--- config.mk ---
export PLATFORM = sky130hd
export DESIGN_NAME = imf_sort_cell
export DESIGN_NICKNAME = d
export VERILOG_FILES = /design/src/rtl/imf_pkg.sv /design/src/rtl/imf_sort_cell.sv
export SDC_FILE = /design/constraint.sdc
export NUM_CORES = 1
export LEC_CHECK = 0
export ABC_AREA = 0
export BUFFER_PORTS_ARGS = -buffer_cell sky130_fd_sc_hd__buf_4
export CORE_UTILIZATION = 51
export DETAILED_ROUTE_END_ITERATION = 8
export PLACE_DENSITY_LB_ADDON = 0.1
export SLEW_MARGIN = 20
export SYNTH_ARGS = -nofsm -noshare
export SYNTH_HDL_FRONTEND = slang
export SYNTH_SLANG_ARGS = --single-unit
--- constraint.sdc ---
create_clock -name i_clk -period 3.5 [get_ports i_clk]
set_input_delay 0.175 -clock i_clk [delete_from_list [all_inputs] [get_ports i_clk]]
set_output_delay 0.175 -clock i_clk [all_outputs]
set_load 0.02 [all_outputs]
--- src/rtl/imf_pkg.sv ---
// ----------------------------------------------------------------------------
// imf_pkg - shared types and constants of the image median filter
// Pixel and window types, register indexes, input action codes and the
// fixed sizes of the window and the output queue.
// ----------------------------------------------------------------------------
package imf_pkg;

    localparam int PIX_W        = 8;
    localparam int WIN_SIZE     = 3;
    localparam int WIN_COUNT    = WIN_SIZE * WIN_SIZE;
    localparam int WIN_MID      = WIN_COUNT / 2;

    // Line store slots: one row per slot, row r lives in slot r mod 4.
    localparam int STORE_ROWS   = 4;
    localparam int SLOT_W       = 2;

    // Configuration port.
    localparam int CFG_IDX_W    = 1;
    localparam int CFG_DATA_W   = 13;
    localparam int WIDTH_FLD_W  = 11;
    localparam int HEIGHT_W     = 13;
    localparam int MAX_HEIGHT   = 4096;
    localparam int RESET_WIDTH  = 640;
    localparam int RESET_HEIGHT = 480;

    localparam logic [CFG_IDX_W-1:0] REG_IMAGE_WIDTH  = 1'd0;
    localparam logic [CFG_IDX_W-1:0] REG_IMAGE_HEIGHT = 1'd1;

    // Input actions.
    localparam logic ACT_PIXEL = 1'b0;
    localparam logic ACT_DRAIN = 1'b1;

    // Output queue.
    localparam int OFIFO_DEPTH  = 16;
    localparam int OFIFO_AW     = 4;

    typedef logic [PIX_W-1:0]         t_pix;
    typedef t_pix [WIN_COUNT-1:0]     t_win;
    typedef t_pix [WIN_SIZE-1:0]      t_col;

    typedef struct packed {
        logic valid;
        logic last;
    } t_cell_ctl;

    typedef struct packed {
        logic              emit;
        logic              pre;
        logic              edge_l;
        logic              edge_r;
        logic              last;
        logic [SLOT_W-1:0] slot_top;
        logic [SLOT_W-1:0] slot_mid;
        logic [SLOT_W-1:0] slot_bot;
        logic              byp;
        logic [SLOT_W-1:0] byp_slot;
    } t_fetch_ctl;

    typedef struct packed {
        t_pix pix;
        logic last;
    } t_out;

endpackage

--- src/rtl/imf_sort_cell.sv ---
// ----------------------------------------------------------------------------
// imf_sort_cell - one stage of the odd-even transposition sorter
// Compares and swaps neighbouring pairs of the window, starting at the
// element given by PHASE, and hands the result to the next cell.
// ----------------------------------------------------------------------------
module imf_sort_cell
    import imf_pkg::*;
#(
    parameter int PHASE = 0
) (
    input  logic      i_clk,
    input  logic      i_rst_n,
    input  t_cell_ctl i_ctl,
    input  t_win      i_data,
    output t_cell_ctl o_ctl,
    output t_win      o_data
);

    t_cell_ctl r_ctl;
    t_win      r_data;
    t_win      n_data;

    always_comb begin
        n_data = i_data;
        for (int k = PHASE; k + 1 < WIN_COUNT; k += 2) begin
            if (i_data[k] > i_data[k+1]) begin
                n_data[k]   = i_data[k+1];
                n_data[k+1] = i_data[k];
            end
        end
    end

    always_ff @(posedge i_clk) begin
        if (!i_rst_n) begin
            r_ctl <= '0;
        end else begin
            r_ctl <= i_ctl;
        end
    end

    always_ff @(posedge i_clk) begin
        r_data <= n_data;
    end

    assign o_ctl  = r_ctl;
    assign o_data = r_data;

endmodule

==> qor.json, run 1 <==
{
  "numCtsBuffers": {"value": 9},
  "final-max-slew-violation-count": {"value": 0},
  "crit_cells": {"value": 7},
  "netSwitchingPower": {"value": 0.000652, "unit": "W"},
  "cts_tree": {"value": "yes"},
  "cp.required": {"value": 3730, "unit": "ps"},
  "largest_driver_fanout_on_the_critical_path": {"value": 16},
  "final_hold_violation_count": {"value": 0},
  "cts-root-buf": {"value": "clkbuf_8"},
  "critical_path.max_stage_delay": {"value": 530, "unit": "ps"},
  "synth-seq-cells": {"value": 74},
  "timing.final.crit_share": {"value": 48.2, "unit": "%"},
  "post_layout_util": {"value": 75.9, "unit": "%"},
  "remaining_drc_errors": {"value": 0},
  "cp-start-kind": {"value": "input port"},
  "worstSetupPathType": {"value": "input port to flip-flop"},
  "avgViaCountPerCell": {"value": 4.81},
  "synth_top_area_cell": {"value": "dfxtp_1"},
  "yosys-top-cells-area": {"value": "dfxtp_1, mux2_4, ha_1"},
  "syn-cell-area": {"value": 3390, "unit": "um2"},
  "cts_setup_buffers": {"value": 0},
  "antenna-diode-count": {"value": 0},
  "pwr_density_cell": {"value": 495, "unit": "nW/um2"},
  "outcome": {"value": "complete, no violations"},
  "post_synth_inst_count": {"value": 252},
  "route.vias.total": {"value": 2394},
  "num_rows": {"value": 29},
  "die_h": {"value": 83.5, "unit": "um"},
  "crit_buf_inv": {"value": 1},
  "number_of_antenna_violations_at_the_first_check_in_global_routing": {"value": 0},
  "detailedPlacementHpwl": {"value": 5.06, "unit": "mm"},
  "share_of_power_burned_in_the_clock_network": {"value": 32.1, "unit": "%"},
  "fin_tns_setup": {"value": 0, "unit": "ps"},
  "cts.path.max_buffers": {"value": 2},
  "post_cts.resized_instances": {"value": 0},
  "worst_hold_path_type": {"value": "input port to flip-flop"},
  "async_flop_share": {"value": 0, "unit": "%"},
  "synth.distinct_cells": {"value": 19},
  "nets": {"value": 524},
  "layout-drive-gt1-share": {"value": 60.1, "unit": "%"},
  "synthMostInstantiatedCell": {"value": "dfxtp_1"},
  "grt_util_all_layers": {"value": 19.5, "unit": "%"},
  "clk_pin_slew_worst_paths": {"value": 70, "unit": "ps"},
  "routed_wire_length_per_instance": {"value": 13.3, "unit": "um"},
  "routability_driven_placement_congestion_ratio": {"value": 0.737},
  "final.min_clock_period": {"value": 1690, "unit": "ps"},
  "critical_path_endpoint_category": {"value": "flip-flop"},
  "slew_headroom": {"value": 53.7, "unit": "%"},
  "vdd_drop_max": {"value": 0.341, "unit": "mV"},
  "core": {"value": 6390, "unit": "um2"},
  "totalWireLength": {"value": 6.60, "unit": "mm"},
  "crit_start": {"value": "i_data[49]"},
  "power_report.internal_total": {"value": 0.00175, "unit": "W"},
  "critical_path.cell_chain": {"value": "buf_4 -> ha_1 -> nor2b_4 -> o211ai_2 -> a21oi_2 -> o22ai_4 -> mux2_2"},
  "synthFlopType": {"value": "dfxtp_1"},
  "cts.sink_count": {"value": 74},
  "htreeDepth": {"value": 3},
  "leakagePower": {"value": 2.47, "unit": "nW"},
  "cpLargestDelayFamily": {"value": "compound AO/OA/AOI/OAI gates"},
  "power.switching_fraction": {"value": 27.1, "unit": "%"},
  "synthDominantCellAreaShare": {"value": 43.8, "unit": "%"},
  "post_cts_hold_buffer_count": {"value": 8},
  "cap_violations": {"value": 0},
  "synth.yosys.seq_area_share": {"value": 43.8, "unit": "%"},
  "library_cell_contributing_the_largest_single_delay_on_the_critical_path": {"value": "o22ai_4"},
  "worst-slew-pin-transition": {"value": 695, "unit": "ps"},
  "initialDrtViolationCount": {"value": 31},
  "remaining_global_route_overflow": {"value": 0},
  "crit_arrival": {"value": 1920, "unit": "ps"},
  "grt_pass1_wl": {"value": 10.9, "unit": "mm"},
  "synth_enable_flop_cells": {"value": 0},
  "via_count_of_the_first_global_routing_pass": {"value": 2465},
  "floorplan.die_area": {"value": 6970, "unit": "um2"},
  "ios": {"value": 150},
  "synth_nets": {"value": 360},
  "area_growth_syn_to_layout": {"value": 43.2, "unit": "%"},
  "start_util": {"value": 53.0, "unit": "%"},
  "max_clock_freq": {"value": 0.593, "unit": "GHz"},
  "top_post_synthesis_cells_by_count": {"value": "dfxtp_1, mux2_4, ha_1, inv_1, mux2_2"},
  "io_buffer_count": {"value": 149},
  "crit_path_end": {"value": "o_data[49]"},
  "final_antenna_net_count": {"value": 0},
  "power.combinational.fraction": {"value": 27.8, "unit": "%"},
  "unrepaired_setup_endpoints_after_global_routing": {"value": "no"},
  "die_x": {"value": 83.5, "unit": "um"},
  "synth_warnings": {"value": 0},
  "synth_area_per_cell": {"value": 13.4, "unit": "um2"},
  "finalSetupViolCount": {"value": 0},
  "drt-pass1-iter-count": {"value": 4},
  "grt_max_degree": {"value": 17},
  "seq_power_share": {"value": 40.0, "unit": "%"},
  "total_power": {"value": 0.00240, "unit": "W"}
}
-- cell families after synthesis --
logic type / after synthesis / share of synthesized area, %
flip-flops: 74 / 43.8
multiplexers: 64 / 25.7
buffers and inverters: 36 / 5.62
adder cells (fa/ha/maj): 32 / 11.8
AO/OA/AOI/OAI: 28 / 7.91
AND/OR/NAND/NOR: 18 / 5.17
-- how the worst min path moves through the flow --
stage	cells past startpoint	end	slack, ps	from
after floorplan	0	o_data[64]	200	i_data[64]
after global placement	1	o_data[64]	280	i_data[64]
after detailed placement	1	o_data[70]	280	i_data[70]
after CTS	2	o_ctl[1]	30	i_ctl[1]
after global routing	2	o_ctl[1]	40	i_ctl[1]
final	2	o_ctl[1]	40	i_ctl[1]
-- cells in the final DEF, fill, tap and decap left out --
| cell type | Yosys | final |
|---|---|---|
| buf_4 | 0 | 149 |
| dfxtp_1 | 74 | 74 |
| mux2_4 | 40 | 40 |
| inv_1 | 32 | 32 |
| ha_1 | 32 | 32 |
| mux2_2 | 24 | 24 |
| a21oi_1 | 12 | 12 |
| clkbuf_8 | 0 | 12 |
| dlygate4sd3_1 | 0 | 8 |
| nand4_1 | 4 | 4 |
| nor2b_4 | 4 | 4 |
| o211ai_2 | 4 | 4 |
| a21oi_2 | 4 | 4 |
| nand2_1 | 4 | 4 |
| o22ai_4 | 4 | 4 |
| o21ai_2 | 3 | 3 |
| nand4_4 | 2 | 2 |
| nand4_2 | 2 | 2 |
| and2_1 | 2 | 2 |
| bufinv_16 | 0 | 2 |
| o21ai_4 | 1 | 1 |
| clkinvlp_4 | 0 | 1 |
| clkinv_2 | 0 | 1 |
-- power groups by stage --
stage	sequential, W	clock, W	combinational, W
2_1_floorplan	0.00110	0	0.000297
3_3_place_gp	0.000980	0	0.000652
3_5_place_dp	0.000981	0	0.000665
4_1_cts	0.000963	0.000793	0.000676
5_1_grt	0.000971	0.000826	0.000712
6_report	0.000962	0.000772	0.000668
-- sequential cells by signal, summed over array words and instances, names as in the netlist --
name,cells
o_data,72
o_ctl,2
-- final cells by class --
cell class,instances,area [um2]
clock buffers,12,165
clock inverters,4,72.6
fillers,461,1540
inverters,32,120
multi-input cells,142,1710
flip-flops and latches,74,1480
well taps,77,96.3
repair buffers,157,1200
-- per-stage QoR --
stage,std cells,area [um2],setup slack [ps],hold slack [ps]
floorplan,252,3390,1850,203
global placement,474,4530,1500,280
detailed placement,474,4530,1460,281
CTS,498,4850,1800,27.0
global route,498,4850,1730,37.7
finish,498,4850,1810,39.1
-- layer usage --
layer	vias to the layer above	routed length (um)	GRT usage, %
li1	1208	-	-
met1	1073	2530	21.1
met2	94	3310	33.4
met3	19	571	6.82
met4	0	184	10.3
met5	-	0	0
No activity file was read; power rests on OpenSTA's default activity.
==> run 2, diff against run 1 <==
--- a/config.mk
+++ b/config.mk
@@ -7,7 +7,7 @@
 export LEC_CHECK = 0
 export ABC_AREA = 0
 export BUFFER_PORTS_ARGS = -buffer_cell sky130_fd_sc_hd__buf_4
-export CORE_UTILIZATION = 51
+export CORE_UTILIZATION = 43
 export DETAILED_ROUTE_END_ITERATION = 8
 export PLACE_DENSITY_LB_ADDON = 0.1
 export SLEW_MARGIN = 20
==> constraint.sdc (replaced) <==
create_clock -name i_clk -period 1.41 [get_ports i_clk]
set_input_delay 0.0705 -clock i_clk [delete_from_list [all_inputs] [get_ports i_clk]]
set_output_delay 0.0705 -clock i_clk [all_outputs]
set_load 0.02 [all_outputs]
==> run 2 against run 1 <==
Net effect: combinational power rose to 2.9 times the previous value; non-clock buffer count rose by 78; count of clock-buffer cells in the layout fell by 1; routed wire length rose by 18%; first-iteration DRC count fell by 23%; via count rose by 14%; largest cell class is now buffers.
==> qor.json, run 2 (synthesis results as in run 1) <==
{
  "initialDrtViolationCount": {"value": 24},
  "worstSetupPathType": {"value": "input port to flip-flop"},
  "remaining_global_route_overflow": {"value": 0},
  "number_of_antenna_violations_at_the_first_check_in_global_routing": {"value": 0},
  "routed_wire_length_per_instance": {"value": 13.1, "unit": "um"},
  "cap_violations": {"value": 0},
  "die_h": {"value": 90.7, "unit": "um"},
  "commonest_cells_after_routing_fill_and_taps_aside": {"value": "buf_4, dfxtp_1, dlygate4sd3_1, mux2_4, inv_1"},
  "power.combinational.fraction": {"value": 34.3, "unit": "%"},
  "antenna-diode-count": {"value": 0},
  "htreeDepth": {"value": 3},
  "finalSetupViolCount": {"value": 0},
  "grt_util_all_layers": {"value": 20.3, "unit": "%"},
  "clk_pin_slew_worst_paths": {"value": 80, "unit": "ps"},
  "io_buffer_count": {"value": 149},
  "power_report.internal_total": {"value": 0.00405, "unit": "W"},
  "remaining_drc_errors": {"value": 0},
  "cp.required": {"value": 1630, "unit": "ps"},
  "layout_commonest_cell": {"value": "buf_4"},
  "core": {"value": 7450, "unit": "um2"},
  "ios": {"value": 150},
  "cp-start-kind": {"value": "input port"},
  "slew_headroom": {"value": 86.0, "unit": "%"},
  "post_cts_hold_buffer_count": {"value": 41},
  "nets": {"value": 602},
  "detailedPlacementHpwl": {"value": 5.73, "unit": "mm"},
  "final_antenna_net_count": {"value": 0},
  "multi_input_area": {"value": 1830, "unit": "um2"},
  "num_rows": {"value": 31},
  "fin_tns_setup": {"value": 0, "unit": "ps"},
  "worst-slew-pin-transition": {"value": 210, "unit": "ps"},
  "timing.final.crit_share": {"value": 91.8, "unit": "%"},
  "via_count_of_the_first_global_routing_pass": {"value": 2920},
  "cts-root-buf": {"value": "clkbuf_8"},
  "worst_hold_path_type": {"value": "input port to flip-flop"},
  "max_clock_freq": {"value": 0.773, "unit": "GHz"},
  "cts.path.max_buffers": {"value": 2},
  "total_power": {"value": 0.00570, "unit": "W"},
  "avgViaCountPerCell": {"value": 4.57},
  "final-max-slew-violation-count": {"value": 0},
  "pwr_density_cell": {"value": 1010, "unit": "nW/um2"},
  "route.vias.total": {"value": 2726},
  "start_util": {"value": 45.5, "unit": "%"},
  "largest_driver_fanout_on_the_critical_path": {"value": 10},
  "totalWireLength": {"value": 7.81, "unit": "mm"},
  "seq_power_share": {"value": 42.0, "unit": "%"},
  "outcome": {"value": "complete, no violations"},
  "crit_arrival": {"value": 1510, "unit": "ps"},
  "final.min_clock_period": {"value": 1290, "unit": "ps"},
  "area_growth_syn_to_layout": {"value": 66.8, "unit": "%"},
  "drt-pass1-iter-count": {"value": 4},
  "share_of_power_burned_in_the_clock_network": {"value": 23.7, "unit": "%"},
  "final_hold_violation_count": {"value": 0},
  "die_x": {"value": 90.7, "unit": "um"},
  "floorplan.die_area": {"value": 8230, "unit": "um2"},
  "grt_max_degree": {"value": 12},
  "largest_reg_flops": {"value": 72},
  "leakagePower": {"value": 2.81, "unit": "nW"},
  "post_cts.resized_instances": {"value": 0},
  "unrepaired_setup_endpoints_after_global_routing": {"value": "no"},
  "power.switching_fraction": {"value": 29.1, "unit": "%"},
  "cts_setup_buffers": {"value": 0},
  "filler_cell_count": {"value": 529},
  "layout-drive-gt1-share": {"value": 62.9, "unit": "%"},
  "critical_path_endpoint_category": {"value": "flip-flop"},
  "numCtsBuffers": {"value": 9},
  "cts.sink_count": {"value": 74},
  "cts_tree": {"value": "yes"},
  "routability_driven_placement_congestion_ratio": {"value": 0.772},
  "vdd_drop_max": {"value": 0.555, "unit": "mV"},
  "grt_pass1_wl": {"value": 13.1, "unit": "mm"},
  "netSwitchingPower": {"value": 0.00166, "unit": "W"},
  "regArea": {"value": 1480, "unit": "um2"}
}
## run 2: cell count changes in the layout (fill, tap and decap cells not counted), sizes merged
cell / change
dlygate4sd3: +33
bufinv: -2
clkinvlp: -1
buf: +45
clkbuf: -1
clkinv: +3
## run 2: per-layer routing
metal / vias up / wire [um] / track usage (%) / part of all wire (%)
met1: 1236 / 2970 / 21.0 / 38
met5: - / 0 / 0 / 0
met3: 20 / 506 / 6.65 / 6.5
met4: 0 / 266 / 10.5 / 3.4
li1: 1364 / - / - / -
met2: 106 / 4070 / 36.4 / 52
## run 2: layout make-up
| type | instances | share of cell area [%] |
|---|---|---|
| repair buffers | 235 | 33.5 |
| clock inverters | 4 | 0.355 |
| multi-input cells | 142 | 32.4 |
| well taps | 99 | 2.19 |
| clock buffers | 11 | 2.33 |
| inverters | 32 | 3.01 |
| flip-flops and latches | 74 | 26.2 |
## run 2: power by group through the flow
stage | sequential [W] | combinational, W | clock, W
floorplan | 0.00274 | 0.000788 | 0
global placement | 0.00244 | 0.00184 | 0
detailed placement | 0.00244 | 0.00187 | 0
CTS | 0.00240 | 0.00197 | 0.00141
global route | 0.00242 | 0.00208 | 0.00150
finish | 0.00239 | 0.00196 | 0.00135
## run 2: final timing paths
| check | slack, ps | startpoint | endpoint | cells past startpoint |
|---|---|---|---|---|
| max | 120 | i_data[9] | o_data[4] | 9 |
| min | 40 | i_data[9] | o_data[9] | 2 |
## run 2: through the flow
| stage | area (um2) | setup WS [ps] | util [%] | std cells | hold WS (ps) |
|---|---|---|---|---|---|
| final | 5650 | 116 | 75.8 | 597 | 38.5 |
| after floorplan | 3550 | -60.7 | - | 252 | 98.2 |
| after global placement | 5080 | -202 | 68.3 | 541 | 175 |
| after detailed placement | 5080 | -237 | 68.3 | 541 | 177 |
| after global routing | 5650 | 57.6 | 75.8 | 597 | 16.5 |
| after CTS | 5650 | 124 | 75.8 | 597 | 17.7 |
## run 2: worst max-delay path, stage by stage
cell and delay [ps]:
buf_4 140, inv_12 30, ha_4 230, nor2b_4 120, o211ai_2 160, a21oi_2 90
o22ai_4 160, buf_12 180, mux2_2 330
==> run 3, diff against run 2 <==
==> constraint.sdc (replaced) <==
create_clock -name i_clk -period 1.41 [get_ports i_clk]
set_input_delay 0.141 -clock i_clk [delete_from_list [all_inputs] [get_ports i_clk]]
set_output_delay 0.141 -clock i_clk [all_outputs]
set_load 0.02 [all_outputs]
==> run 3 against run 2 <==
Net effect: count of clock-buffer cells in the layout grew 1; total power grew 0.26%; critical path depth is the same; final cell count shrank 5.0%; design area shrank 5.0%; critical endpoint unchanged; highest routed layer unchanged; clock power grew 7%; routed wire length shrank 11%; combinational power shrank 4%; utilization shrank 3.8 points; first-iteration DRC count shrank 33%; hold slack lost 12 ps.
==> qor.json, run 3 (synthesis results as in run 1) <==
{
  "ios": {"value": 150},
  "cp-start-kind": {"value": "input port"},
  "cp.required": {"value": 1640, "unit": "ps"},
  "cap_violations": {"value": 0},
  "area_growth_syn_to_layout": {"value": 58.5, "unit": "%"},
  "start_util": {"value": 45.5, "unit": "%"},
  "unrepaired_setup_endpoints_after_global_routing": {"value": "no"},
  "final-max-slew-violation-count": {"value": 0},
  "slew_headroom": {"value": 85.2, "unit": "%"},
  "timing.final.crit_share": {"value": 96.7, "unit": "%"},
  "initialDrtViolationCount": {"value": 16},
  "remaining_global_route_overflow": {"value": 0},
  "via_count_of_the_first_global_routing_pass": {"value": 2753},
  "cts_tree": {"value": "yes"},
  "pwr_density_cell": {"value": 1070, "unit": "nW/um2"},
  "post-route-cell-area": {"value": 5370, "unit": "um2"},
  "detailedPlacementHpwl": {"value": 5.73, "unit": "mm"},
  "cpLargestDelayFamily": {"value": "compound AO/OA/AOI/OAI gates"},
  "crit_arrival": {"value": 1590, "unit": "ps"},
  "nets": {"value": 572},
  "routability_driven_placement_congestion_ratio": {"value": 0.773},
  "crit_buf_inv": {"value": 3},
  "core": {"value": 7450, "unit": "um2"},
  "avgViaCountPerCell": {"value": 4.54},
  "finalSetupViolCount": {"value": 0},
  "final.min_clock_period": {"value": 1360, "unit": "ps"},
  "floorplan.die_area": {"value": 8230, "unit": "um2"},
  "routed_wire_length_per_instance": {"value": 12.3, "unit": "um"},
  "io_buffer_count": {"value": 149},
  "largest_reg_flops": {"value": 72},
  "outcome": {"value": "complete, no violations"},
  "die_h": {"value": 90.7, "unit": "um"},
  "cts-root-buf": {"value": "clkbuf_8"},
  "route.vias.total": {"value": 2575},
  "grt_max_degree": {"value": 12},
  "critical_path_endpoint_category": {"value": "flip-flop"},
  "clk_pin_slew_worst_paths": {"value": 70, "unit": "ps"},
  "remaining_drc_errors": {"value": 0},
  "worstSetupPathType": {"value": "input port to flip-flop"},
  "final_antenna_net_count": {"value": 0},
  "grt_util_all_layers": {"value": 18.0, "unit": "%"},
  "final_hold_violation_count": {"value": 0},
  "largest_driver_fanout_on_the_critical_path": {"value": 10},
  "critical_path.cell_chain": {"value": "buf_4 -> inv_12 -> ha_4 -> nor2b_4 -> o211ai_2 -> a21oi_2 -> o22ai_4 -> buf_12 -> mux2_2"},
  "cts.sink_count": {"value": 74},
  "number_of_antenna_violations_at_the_first_check_in_global_routing": {"value": 0},
  "leakagePower": {"value": 2.69, "unit": "nW"},
  "totalWireLength": {"value": 6.98, "unit": "mm"},
  "layout_commonest_cell": {"value": "buf_4"},
  "whs_path_depth": {"value": 2},
  "grt_pass1_wl": {"value": 11.7, "unit": "mm"},
  "total_power": {"value": 0.00572, "unit": "W"},
  "holdCritStartpoint": {"value": "i_rst_n"},
  "place_ws": {"value": -311, "unit": "ps"},
  "numCtsBuffers": {"value": 9},
  "antenna-diode-count": {"value": 0},
  "layout-drive-gt1-share": {"value": 67.1, "unit": "%"},
  "critical_path.max_stage_delay": {"value": 330, "unit": "ps"},
  "final.hold.worst_slack": {"value": 26.4, "unit": "ps"},
  "final_cell_count_no_fill": {"value": 567},
  "drt-pass1-iter-count": {"value": 4},
  "worst-slew-pin-transition": {"value": 221, "unit": "ps"},
  "commonest_cells_after_routing_fill_and_taps_aside": {"value": "buf_4, dfxtp_1, mux2_4, inv_1, ha_1"},
  "post_cts.resized_instances": {"value": 0},
  "library_cell_contributing_the_largest_single_delay_on_the_critical_path": {"value": "mux2_2"},
  "worst_hold_path_type": {"value": "input port to flip-flop"},
  "die_x": {"value": 90.7, "unit": "um"},
  "vdd_drop_max": {"value": 0.657, "unit": "mV"},
  "place_area": {"value": 5080, "unit": "um2"},
  "num_rows": {"value": 31},
  "setup_slack": {"value": 46.3, "unit": "ps"},
  "max_clock_freq": {"value": 0.733, "unit": "GHz"},
  "min_delay_worst_endpoint": {"value": "o_ctl[1]"},
  "crit_cells": {"value": 9},
  "post-place-cells": {"value": 541},
  "cts.path.max_buffers": {"value": 2},
  "htreeDepth": {"value": 3}
}
[run 3: cell types whose count changed in the layout (fill, tap and decap cells not counted)]
cell,previous run,this run
clkbuf_8,9,11
clkinv_2,4,3
dlygate4sd3_1,41,11
clkbuf_1,2,1
[run 3: repair_timing]
action / in CTS / in global routing
endpoints found under the hold margin: 10 / 0
hold buffers: 11 / 0
buffers inserted: 0 / 0
[run 3: routing by layer]
metal	wire length, um	up-vias	track usage, %	share of wire, %
met4	183	0	8.47	2.6
met5	0	-	0	0
met2	3550	97	32.0	51
li1	-	1302	-	-
met1	2690	1160	18.3	38
met3	560	16	7.24	8.0
[run 3: per-stage QoR]
| step | setup TNS (ps) | utilization (%) |
|---|---|---|
| after floorplan | -5430 | - |
| after global placement | -15540 | 68.3 |
| after detailed placement | -17120 | 68.3 |
| after CTS | 0 | 72.0 |
| after global routing | 0 | 72.0 |
| final | 0 | 72.0 |
[run 3: layout make-up]
cell class,instances,area [um2]
clock buffers,12,155
multi-input cells,142,1830
well taps,99,124
clock inverters,3,15.0
repair buffers,205,1590
fillers,568,2080
inverters,32,170
flip-flops and latches,74,1480
[run 3: where the power goes]
part / internal, W / switching, W
combinational: 0.00105 / 0.000835
clock: 0.000717 / 0.000728
sequential: 0.00233 / 0.0000665
total: 0.00409 / 0.00163
[run 3: worst max-delay path by stage]
| stage | slack (ps) | start | to |
|---|---|---|---|
| 2_1_floorplan | -130 | i_data[57] | o_data[53] |
| 3_3_place_gp | -270 | i_data[57] | o_data[51] |
| 3_5_place_dp | -310 | i_data[57] | o_data[50] |
| 4_1_cts | 60 | i_data[9] | o_data[4] |
| 5_1_grt | 2 | i_data[57] | o_data[50] |
| 6_report | 50 | i_data[9] | o_data[4] |
